**src/rtl/core/oaht_pkg.sv**
```systemverilog
// Shared types, codes and sizing constants of the open-addressing hash table.
// No dependencies; every other file of the block refers to it by scoped names.
package oaht_pkg;

    localparam int TABLE_DEPTH = 64;
    localparam int SLOT_W      = $clog2(TABLE_DEPTH);
    localparam int SIZE_W      = $clog2(TABLE_DEPTH + 1);

    localparam int KEY_W       = 31;
    localparam int FUNC_W      = 2;
    localparam int STATUS_W    = 2;
    localparam int SLOT_OUT_W  = 6;
    localparam int TAG_W       = 2;
    localparam int CFG_SIZE_W  = 7;
    localparam int CFG_IDX_W   = 1;
    localparam int CFG_DATA_W  = 7;

    // Remainder unit: a few restoring steps per cycle over a zero-padded key.
    localparam int DIV_BITS    = 4;
    localparam int DIV_W       = DIV_BITS * ((KEY_W + DIV_BITS - 1) / DIV_BITS);
    localparam int DIV_CYC     = DIV_W / DIV_BITS;
    localparam int DIV_CNT_W   = (DIV_CYC > 1) ? $clog2(DIV_CYC) : 1;

    localparam logic [FUNC_W-1:0] FN_INSERT = 2'd0;
    localparam logic [FUNC_W-1:0] FN_SEARCH = 2'd1;
    localparam logic [FUNC_W-1:0] FN_DELETE = 2'd2;

    localparam logic [STATUS_W-1:0] ST_OK     = 2'd0;
    localparam logic [STATUS_W-1:0] ST_FULL   = 2'd1;
    localparam logic [STATUS_W-1:0] ST_ABSENT = 2'd2;

    localparam logic [TAG_W-1:0] TAG_EMPTY = 2'd0;
    localparam logic [TAG_W-1:0] TAG_USED  = 2'd1;
    localparam logic [TAG_W-1:0] TAG_GONE  = 2'd2;

    localparam logic [CFG_IDX_W-1:0] REG_TABLE_SIZE = 1'd0;
    localparam logic [CFG_IDX_W-1:0] REG_PROBE_MODE = 1'd1;

    // One access to the slot store: a read, a write, or neither.
    typedef struct packed {
        logic              re;
        logic              we;
        logic [SLOT_W-1:0] addr;
        logic [TAG_W-1:0]  tag;
        logic [KEY_W-1:0]  key;
    } st_req_t;

endpackage

```
**src/rtl/core/oaht_mod.sv**
```systemverilog
// Iterative remainder unit: key modulo the live table size, DIV_BITS bits a cycle.
// Depends on oaht_pkg.
module oaht_mod
(
    input  logic                        clk,
    input  logic                        rst_n,
    input  logic                        start,
    input  logic [oaht_pkg::KEY_W-1:0]  key,
    input  logic [oaht_pkg::SIZE_W-1:0] size,
    output logic                        busy,
    output logic                        done,
    output logic [oaht_pkg::SIZE_W-1:0] rem
);

    logic                           busy_reg, busy_next;
    logic                           done_reg, done_next;
    logic [oaht_pkg::DIV_CNT_W-1:0] cnt_reg, cnt_next;
    logic [oaht_pkg::DIV_W-1:0]     q_reg, q_next;
    logic [oaht_pkg::SIZE_W-1:0]    r_reg, r_next;
    logic [oaht_pkg::SIZE_W-1:0]    size_reg, size_next;
    logic [oaht_pkg::SIZE_W:0]      trial;

    always_comb
    begin
        busy_next = busy_reg;
        done_next = 1'b0;
        cnt_next  = cnt_reg;
        q_next    = q_reg;
        r_next    = r_reg;
        size_next = size_reg;
        trial     = '0;
        if (start)
        begin
            busy_next = 1'b1;
            cnt_next  = '0;
            q_next    = oaht_pkg::DIV_W'(key);
            r_next    = '0;
            size_next = size;
        end
        else if (busy_reg)
        begin
            // Restoring steps: the partial remainder always stays below the size.
            for (int b = 0; b < oaht_pkg::DIV_BITS; b++)
            begin
                trial = {r_next, q_next[oaht_pkg::DIV_W-1]};
                if (trial >= {1'b0, size_reg})
                begin
                    trial = trial - {1'b0, size_reg};
                end
                r_next = trial[oaht_pkg::SIZE_W-1:0];
                q_next = {q_next[oaht_pkg::DIV_W-2:0], 1'b0};
            end
            cnt_next = cnt_reg + 1'b1;
            if (cnt_reg == oaht_pkg::DIV_CNT_W'(oaht_pkg::DIV_CYC - 1))
            begin
                busy_next = 1'b0;
                done_next = 1'b1;
            end
        end
    end

    always_ff @(posedge clk or negedge rst_n)
    begin
        if (!rst_n)
        begin
            busy_reg <= 1'b0;
            done_reg <= 1'b0;
            cnt_reg  <= '0;
        end
        else
        begin
            busy_reg <= busy_next;
            done_reg <= done_next;
            cnt_reg  <= cnt_next;
        end
    end

    always_ff @(posedge clk)
    begin
        q_reg    <= q_next;
        r_reg    <= r_next;
        size_reg <= size_next;
    end

    assign busy = busy_reg;
    assign done = done_reg;
    assign rem  = r_reg;

endmodule

```
**src/rtl/core/oaht_store.sv**
```systemverilog
// Slot store: tag and key memory with one registered read port and one write port.
// Per-slot valid bits make unwritten slots read as empty. Depends on oaht_pkg.
module oaht_store
(
    input  logic                       clk,
    input  logic                       rst_n,
    input  oaht_pkg::st_req_t          req,
    output logic [oaht_pkg::TAG_W-1:0] rd_tag,
    output logic [oaht_pkg::KEY_W-1:0] rd_key
);

    logic [oaht_pkg::TAG_W+oaht_pkg::KEY_W-1:0] mem [oaht_pkg::TABLE_DEPTH];
    logic [oaht_pkg::TABLE_DEPTH-1:0]           valid_reg;
    logic                                       rd_valid_reg;
    logic [oaht_pkg::TAG_W+oaht_pkg::KEY_W-1:0] rd_word_reg;

    always_ff @(posedge clk or negedge rst_n)
    begin
        if (!rst_n)
        begin
            valid_reg    <= '0;
            rd_valid_reg <= 1'b0;
        end
        else
        begin
            if (req.we)
            begin
                valid_reg[req.addr] <= 1'b1;
            end
            if (req.re)
            begin
                rd_valid_reg <= valid_reg[req.addr];
            end
        end
    end

    always_ff @(posedge clk)
    begin
        if (req.we)
        begin
            mem[req.addr] <= {req.tag, req.key};
        end
        if (req.re)
        begin
            rd_word_reg <= mem[req.addr];
        end
    end

    assign rd_tag = rd_valid_reg ? rd_word_reg[oaht_pkg::TAG_W+oaht_pkg::KEY_W-1:oaht_pkg::KEY_W]
                                 : oaht_pkg::TAG_EMPTY;
    assign rd_key = rd_word_reg[oaht_pkg::KEY_W-1:0];

endmodule

```
**src/rtl/core/open_addressing_hash_table.sv**
```systemverilog
// Open-addressing hash table of 31-bit keys with insert, search and delete. An
// operation is taken when start is high and busy is low, and its one result beat
// appears on status and slot for a single cycle with done high; the receiver
// cannot stall it, so it must take every beat. An operation first finds its home
// slot with the remainder unit and then probes n slots in turn, where n is 1 to
// the live table size; each probe reads the slot memory and then checks the slot.
// Busy drops together with done, so the next operation can be taken at the edge
// that ends the result beat. An undefined function code answers key absent in
// the next cycle. Slots are empty right after reset with no clearing pass.
// Configuration writes are always ready and must be made only while the block
// is idle.
// Depends on oaht_pkg, oaht_mod and oaht_store.
module open_addressing_hash_table
(
    input  logic                            clk,
    input  logic                            rst_n,
    input  logic                            start,
    output logic                            busy,
    input  logic [oaht_pkg::FUNC_W-1:0]     func,
    input  logic [oaht_pkg::KEY_W-1:0]      key,
    output logic                            done,
    output logic [oaht_pkg::STATUS_W-1:0]   status,
    output logic [oaht_pkg::SLOT_OUT_W-1:0] slot,
    input  logic                            cfg_valid,
    output logic                            cfg_ready,
    input  logic [oaht_pkg::CFG_IDX_W-1:0]  cfg_index,
    input  logic [oaht_pkg::CFG_DATA_W-1:0] cfg_data
);

    localparam int STATE_W = 2;
    localparam logic [STATE_W-1:0] S_IDLE  = 2'd0;
    localparam logic [STATE_W-1:0] S_MOD   = 2'd1;
    localparam logic [STATE_W-1:0] S_READ  = 2'd2;
    localparam logic [STATE_W-1:0] S_CHECK = 2'd3;

    logic [STATE_W-1:0]              state_reg, state_next;
    logic [oaht_pkg::CFG_SIZE_W-1:0] table_size_reg, table_size_next;
    logic                            probe_mode_reg, probe_mode_next;
    logic [oaht_pkg::FUNC_W-1:0]     func_reg, func_next;
    logic [oaht_pkg::KEY_W-1:0]      key_reg, key_next;
    logic [oaht_pkg::SIZE_W-1:0]     size_reg, size_next;
    logic                            mode_reg, mode_next;
    logic [oaht_pkg::SIZE_W-1:0]     i_reg, i_next;
    logic [oaht_pkg::SLOT_W-1:0]     p_reg, p_next;
    logic [oaht_pkg::SLOT_W-1:0]     d_reg, d_next;
    logic                            done_reg, done_next;
    logic [oaht_pkg::STATUS_W-1:0]   status_reg, status_next;
    logic [oaht_pkg::SLOT_OUT_W-1:0] slot_reg, slot_next;

    logic [oaht_pkg::SIZE_W-1:0]     live_size;
    logic                            accept;
    logic                            mod_start, mod_busy, mod_done;
    logic [oaht_pkg::SIZE_W-1:0]     mod_rem;
    oaht_pkg::st_req_t               st_req;
    logic [oaht_pkg::TAG_W-1:0]      rd_tag;
    logic [oaht_pkg::KEY_W-1:0]      rd_key;
    logic [oaht_pkg::SIZE_W:0]       p_sum, d_sum;
    logic [oaht_pkg::SLOT_W-1:0]     p_step, d_step;
    logic                            last_probe;

    assign accept    = start && (state_reg == S_IDLE);
    assign busy      = (state_reg != S_IDLE);
    assign cfg_ready = 1'b1;

    // A size of zero behaves as one; sizes beyond the memory are clamped.
    always_comb
    begin
        if (table_size_reg == '0)
        begin
            live_size = oaht_pkg::SIZE_W'(1);
        end
        else if (32'(table_size_reg) > 32'(oaht_pkg::TABLE_DEPTH))
        begin
            live_size = oaht_pkg::SIZE_W'(oaht_pkg::TABLE_DEPTH);
        end
        else
        begin
            live_size = oaht_pkg::SIZE_W'(table_size_reg);
        end
    end

    always_comb
    begin
        table_size_next = table_size_reg;
        probe_mode_next = probe_mode_reg;
        if (cfg_valid && cfg_ready)
        begin
            unique case (cfg_index)
                oaht_pkg::REG_TABLE_SIZE: table_size_next = oaht_pkg::CFG_SIZE_W'(cfg_data);
                oaht_pkg::REG_PROBE_MODE: probe_mode_next = cfg_data[0];
                default: ;
            endcase
        end
    end

    // Modular step along the probe path. With p and d below the size, one
    // subtraction brings p + d back into range. In quadratic mode d holds
    // (2i + 1) mod size, so p walks home + i*i.
    always_comb
    begin
        p_sum  = (oaht_pkg::SIZE_W+1)'(p_reg) + (oaht_pkg::SIZE_W+1)'(d_reg);
        p_step = (p_sum >= {1'b0, size_reg}) ? oaht_pkg::SLOT_W'(p_sum - {1'b0, size_reg})
                                             : oaht_pkg::SLOT_W'(p_sum);
        d_sum  = (oaht_pkg::SIZE_W+1)'(d_reg) + (oaht_pkg::SIZE_W+1)'(2);
        if (size_reg == oaht_pkg::SIZE_W'(1))
        begin
            d_step = '0;
        end
        else
        begin
            d_step = (d_sum >= {1'b0, size_reg}) ? oaht_pkg::SLOT_W'(d_sum - {1'b0, size_reg})
                                                 : oaht_pkg::SLOT_W'(d_sum);
        end
    end

    assign last_probe = (i_reg == size_reg - oaht_pkg::SIZE_W'(1));

    always_comb
    begin
        state_next  = state_reg;
        func_next   = func_reg;
        key_next    = key_reg;
        size_next   = size_reg;
        mode_next   = mode_reg;
        i_next      = i_reg;
        p_next      = p_reg;
        d_next      = d_reg;
        done_next   = 1'b0;
        status_next = status_reg;
        slot_next   = slot_reg;
        mod_start   = 1'b0;
        st_req      = '0;
        st_req.addr = p_reg;
        st_req.key  = key_reg;

        unique case (state_reg)
            S_IDLE:
            begin
                if (accept)
                begin
                    func_next = func;
                    key_next  = key;
                    size_next = live_size;
                    mode_next = probe_mode_reg;
                    case (func) inside
                        oaht_pkg::FN_INSERT, oaht_pkg::FN_SEARCH, oaht_pkg::FN_DELETE:
                        begin
                            mod_start  = 1'b1;
                            state_next = S_MOD;
                        end
                        default:
                        begin
                            done_next   = 1'b1;
                            status_next = oaht_pkg::ST_ABSENT;
                            slot_next   = '0;
                        end
                    endcase
                end
            end

            S_MOD:
            begin
                if (mod_done)
                begin
                    p_next     = oaht_pkg::SLOT_W'(mod_rem);
                    i_next     = '0;
                    d_next     = (size_reg == oaht_pkg::SIZE_W'(1)) ? '0
                                                                    : oaht_pkg::SLOT_W'(1);
                    state_next = S_READ;
                end
            end

            S_READ:
            begin
                st_req.re  = 1'b1;
                state_next = S_CHECK;
            end

            S_CHECK:
            begin
                if (func_reg == oaht_pkg::FN_INSERT)
                begin
                    if (rd_tag != oaht_pkg::TAG_USED)
                    begin
                        st_req.we   = 1'b1;
                        st_req.tag  = oaht_pkg::TAG_USED;
                        done_next   = 1'b1;
                        status_next = oaht_pkg::ST_OK;
                        slot_next   = oaht_pkg::SLOT_OUT_W'(p_reg);
                        state_next  = S_IDLE;
                    end
                    else if (last_probe)
                    begin
                        done_next   = 1'b1;
                        status_next = oaht_pkg::ST_FULL;
                        slot_next   = '0;
                        state_next  = S_IDLE;
                    end
                    else
                    begin
                        i_next     = i_reg + oaht_pkg::SIZE_W'(1);
                        p_next     = p_step;
                        d_next     = mode_reg ? d_step : d_reg;
                        state_next = S_READ;
                    end
                end
                else
                begin
                    if (rd_tag == oaht_pkg::TAG_EMPTY)
                    begin
                        done_next   = 1'b1;
                        status_next = oaht_pkg::ST_ABSENT;
                        slot_next   = '0;
                        state_next  = S_IDLE;
                    end
                    else if (rd_tag == oaht_pkg::TAG_USED && rd_key == key_reg)
                    begin
                        if (func_reg == oaht_pkg::FN_DELETE)
                        begin
                            st_req.we  = 1'b1;
                            st_req.tag = oaht_pkg::TAG_GONE;
                        end
                        done_next   = 1'b1;
                        status_next = oaht_pkg::ST_OK;
                        slot_next   = oaht_pkg::SLOT_OUT_W'(p_reg);
                        state_next  = S_IDLE;
                    end
                    else if (last_probe)
                    begin
                        done_next   = 1'b1;
                        status_next = oaht_pkg::ST_ABSENT;
                        slot_next   = '0;
                        state_next  = S_IDLE;
                    end
                    else
                    begin
                        i_next     = i_reg + oaht_pkg::SIZE_W'(1);
                        p_next     = p_step;
                        d_next     = mode_reg ? d_step : d_reg;
                        state_next = S_READ;
                    end
                end
            end

            default:
            begin
                state_next = S_IDLE;
            end
        endcase
    end

    always_ff @(posedge clk or negedge rst_n)
    begin
        if (!rst_n)
        begin
            state_reg      <= S_IDLE;
            table_size_reg <= oaht_pkg::CFG_SIZE_W'(64);
            probe_mode_reg <= 1'b0;
            done_reg       <= 1'b0;
        end
        else
        begin
            state_reg      <= state_next;
            table_size_reg <= table_size_next;
            probe_mode_reg <= probe_mode_next;
            done_reg       <= done_next;
        end
    end

    always_ff @(posedge clk)
    begin
        func_reg   <= func_next;
        key_reg    <= key_next;
        size_reg   <= size_next;
        mode_reg   <= mode_next;
        i_reg      <= i_next;
        p_reg      <= p_next;
        d_reg      <= d_next;
        status_reg <= status_next;
        slot_reg   <= slot_next;
    end

    oaht_mod u_mod
    (
        .clk   (clk),
        .rst_n (rst_n),
        .start (mod_start),
        .key   (key),
        .size  (live_size),
        .busy  (mod_busy),
        .done  (mod_done),
        .rem   (mod_rem)
    );

    oaht_store u_store
    (
        .clk    (clk),
        .rst_n  (rst_n),
        .req    (st_req),
        .rd_tag (rd_tag),
        .rd_key (rd_key)
    );

    assign done   = done_reg;
    assign status = status_reg;
    assign slot   = slot_reg;

    // The remainder unit only runs while the sequencer waits for it.
    a_mod_in_mod_state : assert property (@(posedge clk) disable iff (!rst_n)
        mod_busy |-> state_reg == S_MOD)
        else $error("remainder unit busy outside of the hash state");

    // The store is written only when a probed slot has been checked.
    a_write_in_check : assert property (@(posedge clk) disable iff (!rst_n)
        st_req.we |-> state_reg == S_CHECK)
        else $error("slot store written outside of the check state");

    // A probe never runs past the live size.
    a_probe_in_range : assert property (@(posedge clk) disable iff (!rst_n)
        (state_reg == S_READ || state_reg == S_CHECK) |->
            (i_reg < size_reg && oaht_pkg::SIZE_W'(p_reg) < size_reg))
        else $error("probe index or slot beyond the live table size");

    // A failed operation reports slot zero.
    a_fail_slot_zero : assert property (@(posedge clk) disable iff (!rst_n)
        (done && status != oaht_pkg::ST_OK) |-> slot == '0)
        else $error("nonzero slot on a failed operation");

    // Each accepted operation ends in one result beat as the block becomes free again.
    a_done_ends_op : assert property (@(posedge clk) disable iff (!rst_n)
        ($past(state_reg) != S_IDLE && state_reg == S_IDLE) |-> done)
        else $error("operation finished without a result beat");

endmodule

```
**config.mk**
```make
export PLATFORM = sky130hd
export DESIGN_NAME = open_addressing_hash_table
export DESIGN_NICKNAME = d
export VERILOG_FILES = /design/src/rtl/core/oaht_pkg.sv /design/src/rtl/core/oaht_mod.sv /design/src/rtl/core/oaht_store.sv /design/src/rtl/core/open_addressing_hash_table.sv
export SDC_FILE = /design/constraint.sdc
export NUM_CORES = 2
export LEC_CHECK = 0
export BUFFER_PORTS_ARGS = -buffer_cell sky130_fd_sc_hd__buf_2
export CAP_MARGIN = 30
export CELL_PAD_IN_SITES_DETAIL_PLACEMENT = 0
export CELL_PAD_IN_SITES_GLOBAL_PLACEMENT = 2
export CORE_MARGIN = 2
export CORE_UTILIZATION = 40
export DETAILED_ROUTE_END_ITERATION = 10
export PLACE_DENSITY_LB_ADDON = 0.1
export SLEW_MARGIN = 15
export SYNTH_ARGS = -nofsm -noshare
export SYNTH_HDL_FRONTEND = slang
export SYNTH_SLANG_ARGS = --single-unit
export TNS_END_PERCENT = 1
```
**constraint.sdc**
```tcl
create_clock -name clk -period 16.42 [get_ports clk]
set_clock_uncertainty 0.05 [all_clocks]
set_input_delay 1.642 -clock clk [delete_from_list [all_inputs] [get_ports clk]]
set_output_delay 1.642 -clock clk [all_outputs]
set_load 0.01 [all_outputs]
```
==> out/qor.yml <==
status: "complete, no violations"
drive_gt1_share_pct: 13.8
drtAntennaViolNets: 0
syn-num-nets: 5060
cts_resized: 0
drt-initial-drc-count: 5832
die_h_um: 471
clock-root-buffer: "clkbuf_16"
largest_register_ffs: 2112
finalSetupViolations: 0
antenna_found_initial: 24
layout_commonest_cell: "edfxtp_1"
numCtsBuffers: 240
core_area_um2: 217000
path_clk_slew_ns: 0.06
dr.pass1.iters: 8
cap_viol_max_count: 0
synth_cells: 4950
switchingPower_uw: 6600
p_leak_uw: 0.0314
min_path_type: "reg2reg"
vias_per_cell: 6.03
fmax_mhz: 112
switching_share_pct: 35.4
cts_hold_buf: 0
grt_pass1_wl_um: 389000
power_frac_seq_pct: 38.8
grt_start_max_net_pins: 101
fin_setup_tns_ns: 0
async_reset_ff_share_pct: 3.46
synth_edf_count: 2251
layout_common_cells: "edfxtp_1, a22oi_1, clkbuf_16"
gp_congestion: 0.798
dp_hpwl_um: 151000
syn_to_final_growth_pct: 14.2
rsz0062_at_grt: "no"
cts_tree: "done"
fin_crit_sh_pct: 54.3
grt_pass1_vias: 48453
ys_seq_area_share_pct: 80.1
rr_worst_depth: 32
die_w_um: 471
insertion_delay_ns: 0.88
tightest_slew_ns: 1.11
track_usage_pct: 24.8
ir_drop_mv: 0.398
synth_ff_type: "edfxtp_1"
critPathMaxStageDelay_ns: 0.79
cts.sinks: 2340
critPathMaxFanout: 14
h-tree-depth: 4
drc: 0
maxSlewViolCount: 0
cp-start-kind: "register"
fin_nets: 5246
cp-end-kind: "register"
worst_ep_required_time_ns: 17.16
synth_cell_types: 71
portBuffers: 54
hold_viol: 0
cp.arrival_ns: 9.66
row_count: 171
p_total_uw: 18700
clock_path_buffers: 3
powerDensity_nw_per_um2: 187
p_int_uw: 12100
worstSetupPathType: "reg2reg"
relSlewSlack_pct: 25.3
ys_ff_latch: 2340
cpMaxStageDelayCell: "a211oi_2"
vias: 49406
avgSynthCellArea_um2: 17.6
p_comb_share_pct: 33.1
start_util_pct: 40.2
design.die.area_um2: 222000
clockPowerShare_pct: 28.1
ios: 56
wirelength_um: 278000
yosysWarnings: 0
post_drt_wl_per_cell_um: 34.0
overflow: 0
min_period_ns: 8.92
post_cts_buffers: 0
synth_area_um2: 87100
min_path_cells: 1
power groups by stage:
stage / Combinational [uW] / Sequential (uW) / Clock, uW
2_1_floorplan: 3680 / 7400 / 0
3_3_place_gp: 6170 / 7370 / 0
3_5_place_dp: 6160 / 7370 / 0
4_1_cts: 6180 / 7250 / 5340
5_1_grt: 6680 / 7270 / 5580
6_report: 6170 / 7250 / 5250
Yosys cell counts, types with 3 or more instances:
cell type,number,area (um2)
nor3_1,12,60.1
o21a_1,12,90.1
a21o_1,12,90.1
a211oi_1,4,30.0
a21boi_0,5,37.5
ha_1,58,726
a22oi_1,727,5460
and4_1,3,26.3
fa_1,7,140
or3_1,4,25.0
a22o_1,183,1600
clkbuf_1,252,946
nor2_1,123,462
nor2b_1,21,131
nor4_1,32,200
a211oi_2,3,37.5
nand4_1,108,676
a221oi_1,184,1610
xor2_1,44,385
nand2_1,139,522
and2_1,3,18.8
dfxtp_1,8,160
o31a_1,5,43.8
inv_1,43,161
or2_2,64,400
mux2_2,16,180
nand3b_1,7,52.6
xnor2_1,27,236
mux2i_1,17,170
nor3b_1,8,60.1
nand3_1,42,210
edfxtp_1,2251,67600
dfrtp_1,80,2000
o21ai_0,41,205
nand2b_1,8,50.1
a21oi_1,120,601
and3_1,9,56.3
a31oi_1,185,1160
buf_1,44,165
layout make-up:
class                           count  area, um2
Timing Repair Buffer              244       1880
Clock buffer                      334       6560
Antenna cell                        3       7.51
Multi-Input combinational cell   2265      16700
Clock inverter                    109        923
Tap cell                         2854       3570
Fill cell                       18704     117000
Sequential cell                  2340      69800
Inverter                           45        169
logic make-up after synthesis:
| family | after synthesis | share of synthesized area [%] |
|---|---|---|
| simple gates | 588 | 3.44 |
| other cells | 1 | 0.00430 |
| xor+xnor | 71 | 0.714 |
| mux | 38 | 0.491 |
| flops | 2340 | 80.1 |
| buf+inv | 345 | 1.50 |
| fa+ha+maj | 65 | 0.993 |
| compound gates | 1502 | 12.8 |
worst paths after layout:
kind / from / endpoint / slack [ns]
worst max-delay path: u_mod.size_reg[0] / u_mod.rem[2] / 7.50
worst min-delay path: u_store.valid_reg[54] / u_store.valid_reg[54] / 0.42
worst max register to register: u_mod.size_reg[0] / u_mod.rem[2] / 7.50
worst min register to register: u_store.valid_reg[54] / u_store.valid_reg[54] / 0.42
max in group asynchronous: rst_n / u_store.valid_reg[59] / 14.43
min in group asynchronous: rst_n / state_reg[1] / 0.69
worst max-delay path: cells and delay by family, from the launching register on:
kind,cells,cell delay (ns)
buffers and inverters,1,0.05
muxes,3,1.03
DFF,1,0.46
adders and majority gates,5,1.77
and+or+nand+nor,7,1.28
AOI/OAI and AO/OA,16,4.16
through the flow:
| step | setup slack (ns) | util, % | hold slack [ns] | instance area, um2 | cells |
|---|---|---|---|---|---|
| after floorplan | 9.02 | - | 0.369 | 87100 | 4950 |
| after global placement | 7.53 | 42.4 | 0.403 | 91900 | 7734 |
| after detailed placement | 7.54 | 42.4 | 0.403 | 92000 | 7739 |
| after CTS | 7.49 | 45.9 | 0.417 | 99500 | 8182 |
| after global routing | 6.81 | 45.9 | 0.424 | 99600 | 8193 |
| final | 7.50 | 45.9 | 0.417 | 99600 | 8194 |
routing by layer:
metal	vias to the layer above	wire, um	GRT usage (%)
met4	0	5270	5.25
li1	20986	-	-
met5	-	0	0
met1	26342	126000	36.4
met3	289	20800	5.27
met2	1789	127000	37.9
(Power assumes the default switching activity.)
